`config.mk`:
```
export PLATFORM = sky130hd
export DESIGN_NAME = three_sensor_pd_line_follower
export DESIGN_NICKNAME = d
export VERILOG_FILES = /design/src/sv/tslf_pkg.sv /design/src/sv/tslf_cfg.sv /design/src/sv/tslf_core.sv /design/src/sv/three_sensor_pd_line_follower.sv
export VERILOG_INCLUDE_DIRS = /design/src /design/src/sv
export SDC_FILE = /design/constraint.sdc
export NUM_CORES = 1
export LEC_CHECK = 0
export BUFFER_PORTS_ARGS = -buffer_cell sky130_fd_sc_hd__buf_2
export CORE_MARGIN = 2
export CORE_UTILIZATION = 59
export DETAILED_ROUTE_END_ITERATION = 6
export GPL_TIMING_DRIVEN = 0
export PLACE_DENSITY = 0.76
export SLEW_MARGIN = 20
export SYNTH_ARGS = -nofsm -noshare
export SYNTH_HDL_FRONTEND = slang
export SYNTH_SLANG_ARGS = --single-unit
```
`constraint.sdc`:
```
create_clock -name clk -period 11.5 [get_ports clk]
set_input_delay 1.15 -clock clk [delete_from_list [all_inputs] [get_ports clk]]
set_output_delay 1.15 -clock clk [all_outputs]
set_load 0.05 [all_outputs]
```
`src/sv/assert_macros.svh`:
```
// Assertion macros for the line follower RTL.
`ifndef ASSERT_MACROS_SVH
`define ASSERT_MACROS_SVH

// Same-cycle implication, checked out of reset.
`define TSLF_ASSERT_NOW(label, ante, cons, msg) \
    label: assert property (@(posedge clk) disable iff (!rst_n) (ante) |-> (cons)) \
        else $error(msg);

// Next-cycle implication, checked out of reset.
`define TSLF_ASSERT_NEXT(label, ante, cons, msg) \
    label: assert property (@(posedge clk) disable iff (!rst_n) (ante) |=> (cons)) \
        else $error(msg);

`endif

```
`src/sv/tslf_pkg.sv`:
```
// Types, register indexes and reset values for the line follower.
`default_nettype none

package tslf_pkg;

    localparam int READING_W = 7;
    localparam int GAIN_W    = 10;
    localparam int POWER_W   = 8;
    localparam int IDX_W     = 3;
    localparam int CFG_W     = 10;

    // Register indexes
    localparam logic [IDX_W-1:0] REG_THRESHOLD    = 3'd0;
    localparam logic [IDX_W-1:0] REG_PROP_GAIN    = 3'd1;
    localparam logic [IDX_W-1:0] REG_DERIV_GAIN   = 3'd2;
    localparam logic [IDX_W-1:0] REG_SIDE_GAIN    = 3'd3;
    localparam logic [IDX_W-1:0] REG_CRUISE_POWER = 3'd4;
    localparam logic [IDX_W-1:0] REG_SEARCH_MAG   = 3'd5;

    // Reset values
    localparam logic [READING_W-1:0]      RST_THRESHOLD    = 7'd40;
    localparam logic [GAIN_W-1:0]         RST_PROP_GAIN    = 10'd166;
    localparam logic [GAIN_W-1:0]         RST_DERIV_GAIN   = 10'd77;
    localparam logic [GAIN_W-1:0]         RST_SIDE_GAIN    = 10'd90;
    localparam logic signed [POWER_W-1:0] RST_CRUISE_POWER = 8'sd50;
    localparam logic [POWER_W-1:0]        RST_SEARCH_MAG   = 8'd60;

    localparam logic signed [POWER_W-1:0] POWER_MAX = 8'sd100;
    localparam logic signed [POWER_W-1:0] POWER_MIN = -8'sd100;

    typedef struct packed {
        logic [READING_W-1:0]      threshold;
        logic [GAIN_W-1:0]         prop_gain;
        logic [GAIN_W-1:0]         deriv_gain;
        logic [GAIN_W-1:0]         side_gain;
        logic signed [POWER_W-1:0] cruise_power;
        logic [POWER_W-1:0]        search_mag;
    } cfg_t;

    typedef struct packed {
        logic [READING_W-1:0] left_reading;
        logic [READING_W-1:0] middle_reading;
        logic [READING_W-1:0] right_reading;
    } sample_t;

    typedef struct packed {
        logic signed [POWER_W-1:0] lmotor_pwr;
        logic signed [POWER_W-1:0] rmotor_pwr;
        logic signed [POWER_W-1:0] middle_error;
        logic                      off_track;
    } result_t;

endpackage

`default_nettype wire

```
`src/sv/tslf_cfg.sv`:
```
// Configuration register bank for the line follower.
`default_nettype none

module tslf_cfg
(
    input  wire logic                        clk,
    input  wire logic                        rst_n,
    input  wire logic                        wr_en,
    input  wire logic [tslf_pkg::IDX_W-1:0]  wr_index,
    input  wire logic [tslf_pkg::CFG_W-1:0]  wr_data,
    output tslf_pkg::cfg_t                   cfg
);

    tslf_pkg::cfg_t cfg_reg;

    always_ff @(posedge clk or negedge rst_n)
    begin
        if (!rst_n)
        begin
            cfg_reg.threshold    <= tslf_pkg::RST_THRESHOLD;
            cfg_reg.prop_gain    <= tslf_pkg::RST_PROP_GAIN;
            cfg_reg.deriv_gain   <= tslf_pkg::RST_DERIV_GAIN;
            cfg_reg.side_gain    <= tslf_pkg::RST_SIDE_GAIN;
            cfg_reg.cruise_power <= tslf_pkg::RST_CRUISE_POWER;
            cfg_reg.search_mag   <= tslf_pkg::RST_SEARCH_MAG;
        end
        else if (wr_en)
        begin
            unique case (wr_index)
                tslf_pkg::REG_THRESHOLD:    cfg_reg.threshold    <= wr_data[6:0];
                tslf_pkg::REG_PROP_GAIN:    cfg_reg.prop_gain    <= wr_data;
                tslf_pkg::REG_DERIV_GAIN:   cfg_reg.deriv_gain   <= wr_data;
                tslf_pkg::REG_SIDE_GAIN:    cfg_reg.side_gain    <= wr_data;
                tslf_pkg::REG_CRUISE_POWER: cfg_reg.cruise_power <= $signed(wr_data[7:0]);
                tslf_pkg::REG_SEARCH_MAG:   cfg_reg.search_mag   <= wr_data[7:0];
                default:                    ; // unmapped index, write dropped
            endcase
        end
    end

    assign cfg = cfg_reg;

endmodule

`default_nettype wire

```
`src/sv/tslf_core.sv`:
```
// PD steering arithmetic and tracking state for one sample.
`default_nettype none

module tslf_core
(
    input  wire logic              clk,
    input  wire logic              rst_n,
    input  wire tslf_pkg::cfg_t    cfg,
    input  wire tslf_pkg::sample_t smp,
    input  wire logic              step,
    output tslf_pkg::result_t      result,
    output logic                   line_to_left
);

    logic signed [7:0]  prev_err_reg;
    logic signed [7:0]  prev_err_next;
    logic               line_to_left_reg;
    logic               line_to_left_next;

    logic [6:0]         l;
    logic [6:0]         m;
    logic [6:0]         r;
    logic [6:0]         th;
    logic signed [7:0]  err;
    logic signed [8:0]  err_diff;
    logic signed [7:0]  lr_delta;
    logic signed [18:0] p_prod;
    logic signed [19:0] d_prod;
    logic signed [18:0] s_prod;
    logic signed [20:0] pd_sum;
    logic               round_up;
    logic signed [12:0] corr_pd;
    logic signed [12:0] corr;
    logic signed [13:0] left_sum;
    logic signed [13:0] right_sum;
    logic               lost;

    function automatic logic signed [7:0] sat_power(input logic signed [13:0] v);
        logic signed [7:0] res;
        if (v > 14'(tslf_pkg::POWER_MAX))
            res = tslf_pkg::POWER_MAX;
        else if (v < 14'(tslf_pkg::POWER_MIN))
            res = tslf_pkg::POWER_MIN;
        else
            res = v[7:0];
        return res;
    endfunction

    always_comb
    begin
        l  = smp.left_reading;
        m  = smp.middle_reading;
        r  = smp.right_reading;
        th = cfg.threshold;

        err      = {1'b0, m} - {1'b0, th};
        err_diff = {err[7], err} - {prev_err_reg[7], prev_err_reg};
        lr_delta = {1'b0, l} - {1'b0, r};
        lost     = (l > th) && (m > th) && (r > th);

        p_prod = $signed({1'b0, cfg.prop_gain})  * err;
        d_prod = $signed({1'b0, cfg.deriv_gain}) * err_diff;
        s_prod = $signed({1'b0, cfg.side_gain})  * lr_delta;
        pd_sum = 21'(p_prod) + 21'(d_prod) + 21'(s_prod);

        // divide by 256 rounding toward zero
        round_up = pd_sum[20] && (|pd_sum[7:0]);
        corr_pd  = pd_sum[20:8] + {12'd0, round_up};

        if (lost)
            corr = line_to_left_reg ? 13'd0 - {5'd0, cfg.search_mag}
                                    : {5'd0, cfg.search_mag};
        else
            corr = corr_pd;

        left_sum  = 14'(cfg.cruise_power) + 14'(corr);
        right_sum = 14'(cfg.cruise_power) - 14'(corr);

        result.lmotor_pwr   = sat_power(left_sum);
        result.rmotor_pwr   = sat_power(right_sum);
        result.middle_error = err;
        result.off_track    = lost;

        prev_err_next = err;
        priority if (err != 8'sd0)
            line_to_left_next = err[7];
        else if (l < th)
            line_to_left_next = 1'b1;
        else if (r < th)
            line_to_left_next = 1'b0;
        else
            line_to_left_next = line_to_left_reg;
    end

    always_ff @(posedge clk or negedge rst_n)
    begin
        if (!rst_n)
        begin
            prev_err_reg     <= 8'sd0;
            line_to_left_reg <= 1'b0;
        end
        else if (step)
        begin
            prev_err_reg     <= prev_err_next;
            line_to_left_reg <= line_to_left_next;
        end
    end

    assign line_to_left = line_to_left_reg;

endmodule

`default_nettype wire

```
`src/sv/three_sensor_pd_line_follower.sv`:
```
// Top level of the three-sensor PD line follower.
//
//  channel | direction | beat contents
//  s_*     | in        | s_tdata: left[6:0], middle[13:7], right[20:14]
//  m_*     | out       | m_tdata: lmotor_pwr, rmotor_pwr, middle_error; m_tuser: off_track
//  cfg_*   | in        | cfg_index selects register, cfg_data holds the value
//
// One sample per cycle sustained while m_tready is high; an s_* beat reaches m_*
// through the input register, then the arithmetic into the result register.
// Reset restores register defaults and clears previous error and direction.
// A stall on m_tready holds the result register and backs up into the input
// register; s_tready drops only when both are full and the output is stalled.
// cfg_ready is always high.
`default_nettype none

module three_sensor_pd_line_follower
(
    input  wire logic        clk,
    input  wire logic        rst_n,
    input  wire logic        s_tvalid,
    output logic             s_tready,
    input  wire logic [23:0] s_tdata,   // left_reading, middle_reading, right_reading
    output logic             m_tvalid,
    input  wire logic        m_tready,
    output logic [23:0]      m_tdata,   // lmotor_pwr, rmotor_pwr, middle_error
    output logic [0:0]       m_tuser,   // off_track
    input  wire logic        cfg_valid,
    output logic             cfg_ready,
    input  wire logic [2:0]  cfg_index,
    input  wire logic [9:0]  cfg_data
);

`include "assert_macros.svh"

    tslf_pkg::cfg_t    cfg;
    tslf_pkg::sample_t smp_reg;
    tslf_pkg::result_t core_res;
    tslf_pkg::result_t res_reg;
    logic              s1_valid_reg;
    logic              m_valid_reg;
    logic              advance;
    logic              step;
    logic              line_to_left;

    assign cfg_ready = 1'b1;
    assign advance   = !m_valid_reg || m_tready;
    assign s_tready  = !s1_valid_reg || advance;
    assign step      = s1_valid_reg && advance;

    tslf_cfg u_cfg
    (
        .clk      (clk),
        .rst_n    (rst_n),
        .wr_en    (cfg_valid && cfg_ready),
        .wr_index (cfg_index),
        .wr_data  (cfg_data),
        .cfg      (cfg)
    );

    tslf_core u_core
    (
        .clk          (clk),
        .rst_n        (rst_n),
        .cfg          (cfg),
        .smp          (smp_reg),
        .step         (step),
        .result       (core_res),
        .line_to_left (line_to_left)
    );

    always_ff @(posedge clk or negedge rst_n)
    begin
        if (!rst_n)
        begin
            s1_valid_reg <= 1'b0;
            m_valid_reg  <= 1'b0;
        end
        else
        begin
            if (s_tready)
                s1_valid_reg <= s_tvalid;
            if (advance)
                m_valid_reg <= s1_valid_reg;
        end
    end

    always_ff @(posedge clk)
    begin
        if (s_tvalid && s_tready)
        begin
            smp_reg.left_reading   <= s_tdata[6:0];
            smp_reg.middle_reading <= s_tdata[13:7];
            smp_reg.right_reading  <= s_tdata[20:14];
        end
        if (step)
            res_reg <= core_res;
    end

    assign m_tvalid = m_valid_reg;
    assign m_tdata  = {res_reg.middle_error, res_reg.rmotor_pwr, res_reg.lmotor_pwr};
    assign m_tuser  = res_reg.off_track;

    `TSLF_ASSERT_NOW(a_no_accept_when_full, s1_valid_reg && m_valid_reg && !m_tready,
        !s_tready, "input beat taken while both stages are full")
    `TSLF_ASSERT_NEXT(a_step_fills_output, step, m_valid_reg,
        "sample left the input register but no result was shown")
    `TSLF_ASSERT_NOW(a_power_in_range, m_valid_reg,
        (res_reg.lmotor_pwr <= tslf_pkg::POWER_MAX)
        && (res_reg.lmotor_pwr >= tslf_pkg::POWER_MIN)
        && (res_reg.rmotor_pwr <= tslf_pkg::POWER_MAX)
        && (res_reg.rmotor_pwr >= tslf_pkg::POWER_MIN),
        "motor power outside saturation limits")
    `TSLF_ASSERT_NEXT(a_direction_follows_error, step && (core_res.middle_error != 8'sd0),
        line_to_left == $past(core_res.middle_error[7]),
        "direction flag disagrees with sign of last error")

endmodule

`default_nettype wire

```
* After elaboration in Yosys (flattened, before gate mapping)
Cells that the tools add are included.
** Word-level totals
- Input bits :: 42
- Logic and storage cells :: 74
- Output and inout bits :: 28
- Register bits :: 110
** Cells by class
- Equality and inequality tests :: 5
- Add/subtract/negate cells :: 9
- Mux-type cells :: 7
- $lt $le $gt $ge :: 9
- $mul :: 3
- Reduce and logical (&&, ||, !) cells :: 22
** Operator list (number)
- multiplier 11 x 8 -> 19 bit :: 2
- > comparator 14 x 8 -> 1 bit (second input constant) :: 2
- less-than comparator 14 x 8 -> 1 bit (second input constant) :: 2
- 2-to-1 mux 13 bit :: 2
- adder 19 x 20 -> 21 bit :: 1
- adder 21 x 19 -> 21 bit :: 1
- > comparator 7 bit :: 3
- multiplier 11 x 9 -> 20 bit :: 1
- 2-to-1 mux 8 bit :: 2
- subtractor 7 x 7 -> 8 bit :: 2
- adder 8 x 13 -> 14 bit :: 1
- less-than comparator 7 bit :: 2
- AND reduction 2 bit :: 7
- subtractor 8 x 13 -> 14 bit :: 1
- adder 13 x 1 -> 13 bit :: 1
- subtractor 1 x 8 -> 9 bit (first input constant) :: 1
- subtractor 8 x 8 -> 9 bit :: 1
- nonzero test 8 bit :: 1
- OR reduction 8 bit :: 1
- == test 3 x 2 -> 1 bit (second input constant) :: 2
- == test 3 bit (second input constant) :: 2
- logical AND 1 bit :: 5
- OR reduction 2 bit :: 2
- == test 3 x 1 -> 1 bit (second input constant) :: 1
- other kinds (5) :: 9

* Depth between registers and ports, before layout
- Depth after elaboration :: 12
- Gate-level depth with buffers :: 55
- Gate-level depth less buffers :: 54

* Modules after synthesis
From an unflattened synthesis, not the netlist that was laid out.
** Unflattened totals
- Cells, all modules :: 1666
- Area, all modules :: 16414.5 um^2
** By module, submodules not included
- tslf_core :: cells each 1494, area an instance 12844.8 um^2, instances 1
- tslf_cfg :: cells each 116, area an instance 2073.2 um^2, instances 1
- three_sensor_pd_line_follower :: cells each 56, area an instance 1496.4 um^2, instances 1

* Worst setup path before layout
OpenSTA, ideal clock, no wires.
- Path type :: register to register
- Start :: register smp_reg[7] in the netlist's numbering
- End :: register res_reg (netlist bit m_tdata[10]) (data pin)
- Path slack :: -749 ps
- Required time :: 11239 ps
- Stages on the path, launching flop included :: 50
- Data arrival time :: 11988 ps
- Setup time :: 261 ps
- Path through :: edfxtp_1 -> inv_1 -> ha_1 -> inv_1 -> fa_1 -> a21o_1 -> a21oi_1 -> o21ai_0 -> a21oi_1 -> xnor2_1 -> clkbuf_1 -> ha_1 -> a2111oi_0 -> a22oi_1 -> clkbuf_1 -> or2_2 -> fa_1 -> inv_1 -> [... 14 more ...] -> o41ai_1 -> xnor2_1 -> a31oi_1 -> ha_1 -> nand4_1 -> or3_4 -> nand2b_1 -> xnor2_1 -> o21a_1 -> ha_1 -> or3_1 -> o2bb2ai_1 -> a311oi_1 -> xnor2_1 -> o211ai_1 -> or4b_1 -> mux2_2 -> nand2b_1
** RTL lines
- start, declared :: line three_sensor_pd_line_follower.sv:36 : tslf_pkg::sample_t smp_reg;
- end signal, assigned :: line three_sensor_pd_line_follower.sv:96 : res_reg <= core_res;
- end, declared :: line three_sensor_pd_line_follower.sv:38 : tslf_pkg::result_t res_reg;

==> flow_metrics.py <==
metrics = {
    "floorplan": {
        "die_area_um2": 28700,
        "fp.dieW_um": 169,
        "rows": 60,
        "core-area_um2": 27000,
        "die_h_um": 169,
        "ioPinCount": 70,
        "initial_utilization_pct": 59.9,
    },
    "clocking": {
        "clkSinkCount": 110,
        "clkLatencyLatePin_ns": 0.38,
        "cts-root-buf": "clkbuf_16",
        "cts_buffers": 9,
        "htreeDepth": 3,
        "cts_tree": "yes",
        "clk_path_buf_depth": 2,
        "cts.clk_slew.worst_paths_ns": 0.10,
    },
    "min_path": {
        "hp-class": "flop to flop",
        "hp-start": "u_core.prev_err_reg[0]",
    },
    "grt": {
        "first_global_vias": 12700,
        "grt.total_usage_pct": 30.1,
        "grt_max_degree": 52,
        "grt_pass1_wl_mm": 66.2,
        "overflow": 0,
        "antenna_found_initial": 1,
    },
    "logic_synthesis": {
        "ys_seq_area_share_pct": 18.6,
        "postSynthAreaPerCell_um2": 9.69,
        "yosysTopAreaCell": "fa_1",
        "synthArstFlopShare_pct": 58.2,
        "yosysTopAreaCellShare_pct": 27.8,
        "syn_nets": 2113,
        "synth-edff-count": 46,
        "ys.flop_type": "edfxtp_1",
        "netlist_top_cells_count": "inv_1, fa_1, ha_1",
        "syn_area_um2": 16200,
        "synth_cell_types": 82,
        "synth.most_common_cell": "inv_1",
        "yosys-top-cells-area": "fa_1, ha_1, edfxtp_1, inv_1, dfrtp_1",
        "ys_ff_latch": 110,
        "yosysWarnings": 0,
        "synth_cells": 1667,
    },
    "worst_setup_path": {
        "critPathKind": "flop to flop",
        "reg2reg_from": "smp_reg[7]",
        "required_ns": 11.64,
        "rr_worst_depth": 52,
        "worstSetupStartpoint": "smp_reg[7]",
        "max_stage_delay_ns": 0.57,
        "critPathLaunchType": "flop",
        "cpMaxStageDelayCell": "fa_2",
        "end_kind": "flop",
        "cpMostUsedCell": "fa_1",
        "arrival_ns": 12.64,
        "crit_end": "m_tdata[2]",
        "ff2ff_setup_slack_ns": -1.00,
        "cp_max_fo": 7,
        "r2r-end": "m_tdata[2]",
    },
    "drt": {
        "drc": 0,
        "ant_nets": 0,
        "drtIter0Drc": 755,
        "wirelength_mm": 41.8,
        "wl_per_cell_um": 19.3,
        "drtPass1Iterations": 5,
        "vias": 12300,
        "viasPerCell": 5.70,
    },
    "sta": {
        "hold_violations": 0,
        "rsz0062_at_grt": "yes",
        "tightest_slew_ns": 1.22,
        "max_freq_mhz": 80.0,
        "final_max_slew_viol_count": 0,
        "fin_hold_ws_ns": 0.499,
        "max_slew_margin_pct": 18.6,
        "period_share_pct": 109,
        "setup_ws_ns": -1.00,
        "setup_viol": 15,
        "fin_skew_ns": 0.0184,
        "fin_crit_ns": 12.50,
    },
    "flow_run": {
        "max_cap_viol_count": 0,
    },
    "placed_design": {
        "portBuffers": 65,
        "placed_cells": 2075,
        "hpwl_mm": 32.1,
        "gp_congestion": 0.929,
    },
    "layout": {
        "syn_to_final_growth_pct": 16.5,
        "largest_reg_flops": 53,
        "drive_gt1_share_pct": 21.6,
        "diodes": 0,
        "nets": 2265,
        "instances_no_fill": 2165,
    },
    "run_status": {
        "violations": "setup timing",
        "status": "complete, but fails checks",
    },
}
## final cells by class
type                            count  area (µm²)
Multi-Input combinational cell   1180       12600
Fill cell                        1938        8130
Sequential cell                   110        3010
Inverter                          344        1300
Timing Repair Buffer              142         971
Tap cell                          341         427
Clock buffer                        9         225
Buffer                             32         215
Clock inverter                      7        81.3
## how the worst min path moves through the flow
stage	to	slack, ns	depth (start not counted)
floorplan	u_core.prev_err_reg[7]	0.45	2
global placement	u_core.prev_err_reg[0]	0.47	2
detailed placement	u_core.prev_err_reg[7]	0.47	2
CTS	u_core.prev_err_reg[7]	0.50	2
global route	u_core.prev_err_reg[7]	0.52	2
finish	u_core.prev_err_reg[0]	0.50	2
## per-stage QoR
step                TNS, ns  util (%)  cell area (µm²)  setup WS [ns]
floorplan           -0.0564         -            16300        -0.0564
global placement     -26.47      63.2            17000          -1.97
detailed placement   -30.87      63.4            17100          -2.26
CTS                   -7.39      68.7            18500         -0.729
global route         -17.81      69.8            18800          -1.31
finish               -12.51      69.8            18800          -1.00
## routing by layer
layer | track usage [%] | part of all wire [%] | vias up
met4 | 12.0 | 3.7 | 0
met2 | 52.5 | 50 | 437
met5 | 0 | 0 | -
met1 | 38.4 | 40 | 6175
li1 | - | - | 5639
met3 | 3.71 | 6.1 | 91
## kinds of logic after synthesis
| family | Yosys count | synth area share [%] |
|---|---|---|
| AND/OR/NAND/NOR | 449 | 14.6 |
| multiplexers | 58 | 3.99 |
| other | 1 | 0.0232 |
| AO/OA/AOI/OAI | 203 | 8.68 |
| adder cells (fa/ha/maj) | 404 | 41.7 |
| buffers and inverters | 377 | 8.80 |
| XOR/XNOR | 65 | 3.57 |
| flip-flops | 110 | 18.6 |
## placed cells by master, fill, tap and decap left out, types with 9 or more instances in the layout
cell	n
buf_2	65
and2_1	92
inv_1	329
or2_2	9
o21ai_0	39
mux2_2	50
o21a_1	18
nand2_1	143
dfstp_2	21
nor2_1	44
edfxtp_1	46
nand2b_1	39
ha_1	162
nand3_1	10
inv_2	10
fa_1	218
dfrtp_1	42
xnor2_1	35
ha_4	14
nor3_1	12
clkbuf_1	19
a21oi_2	10
nor2b_1	29
xor2_1	16
buf_4	66
a21oi_1	26
a21o_1	14
clkbuf_16	9
buf_6	13
## worst max-delay path: cells and delay by family (launching register included)
kind                     cells  cell delay [ns]
AND/OR/NAND/NOR              7             1.30
flip-flops                   1             0.39
AO/OA/AOI/OAI               15             3.33
buffers and inverters       13             1.39
XOR/XNOR                     4             0.87
adder cells (fa/ha/maj)     13             4.95
## repair_timing
action | 4_1_cts | 5_1_grt
resized for setup | 138 | 44
buffers inserted | 59 | 16
pin swaps | 72 | 35
endpoints found under the setup margin | 16 | 16
hold buffers | 0 | 0
Power is not shown: default switching activity piles up to over one toggle a cycle in this logic, so the estimate is an artifact.
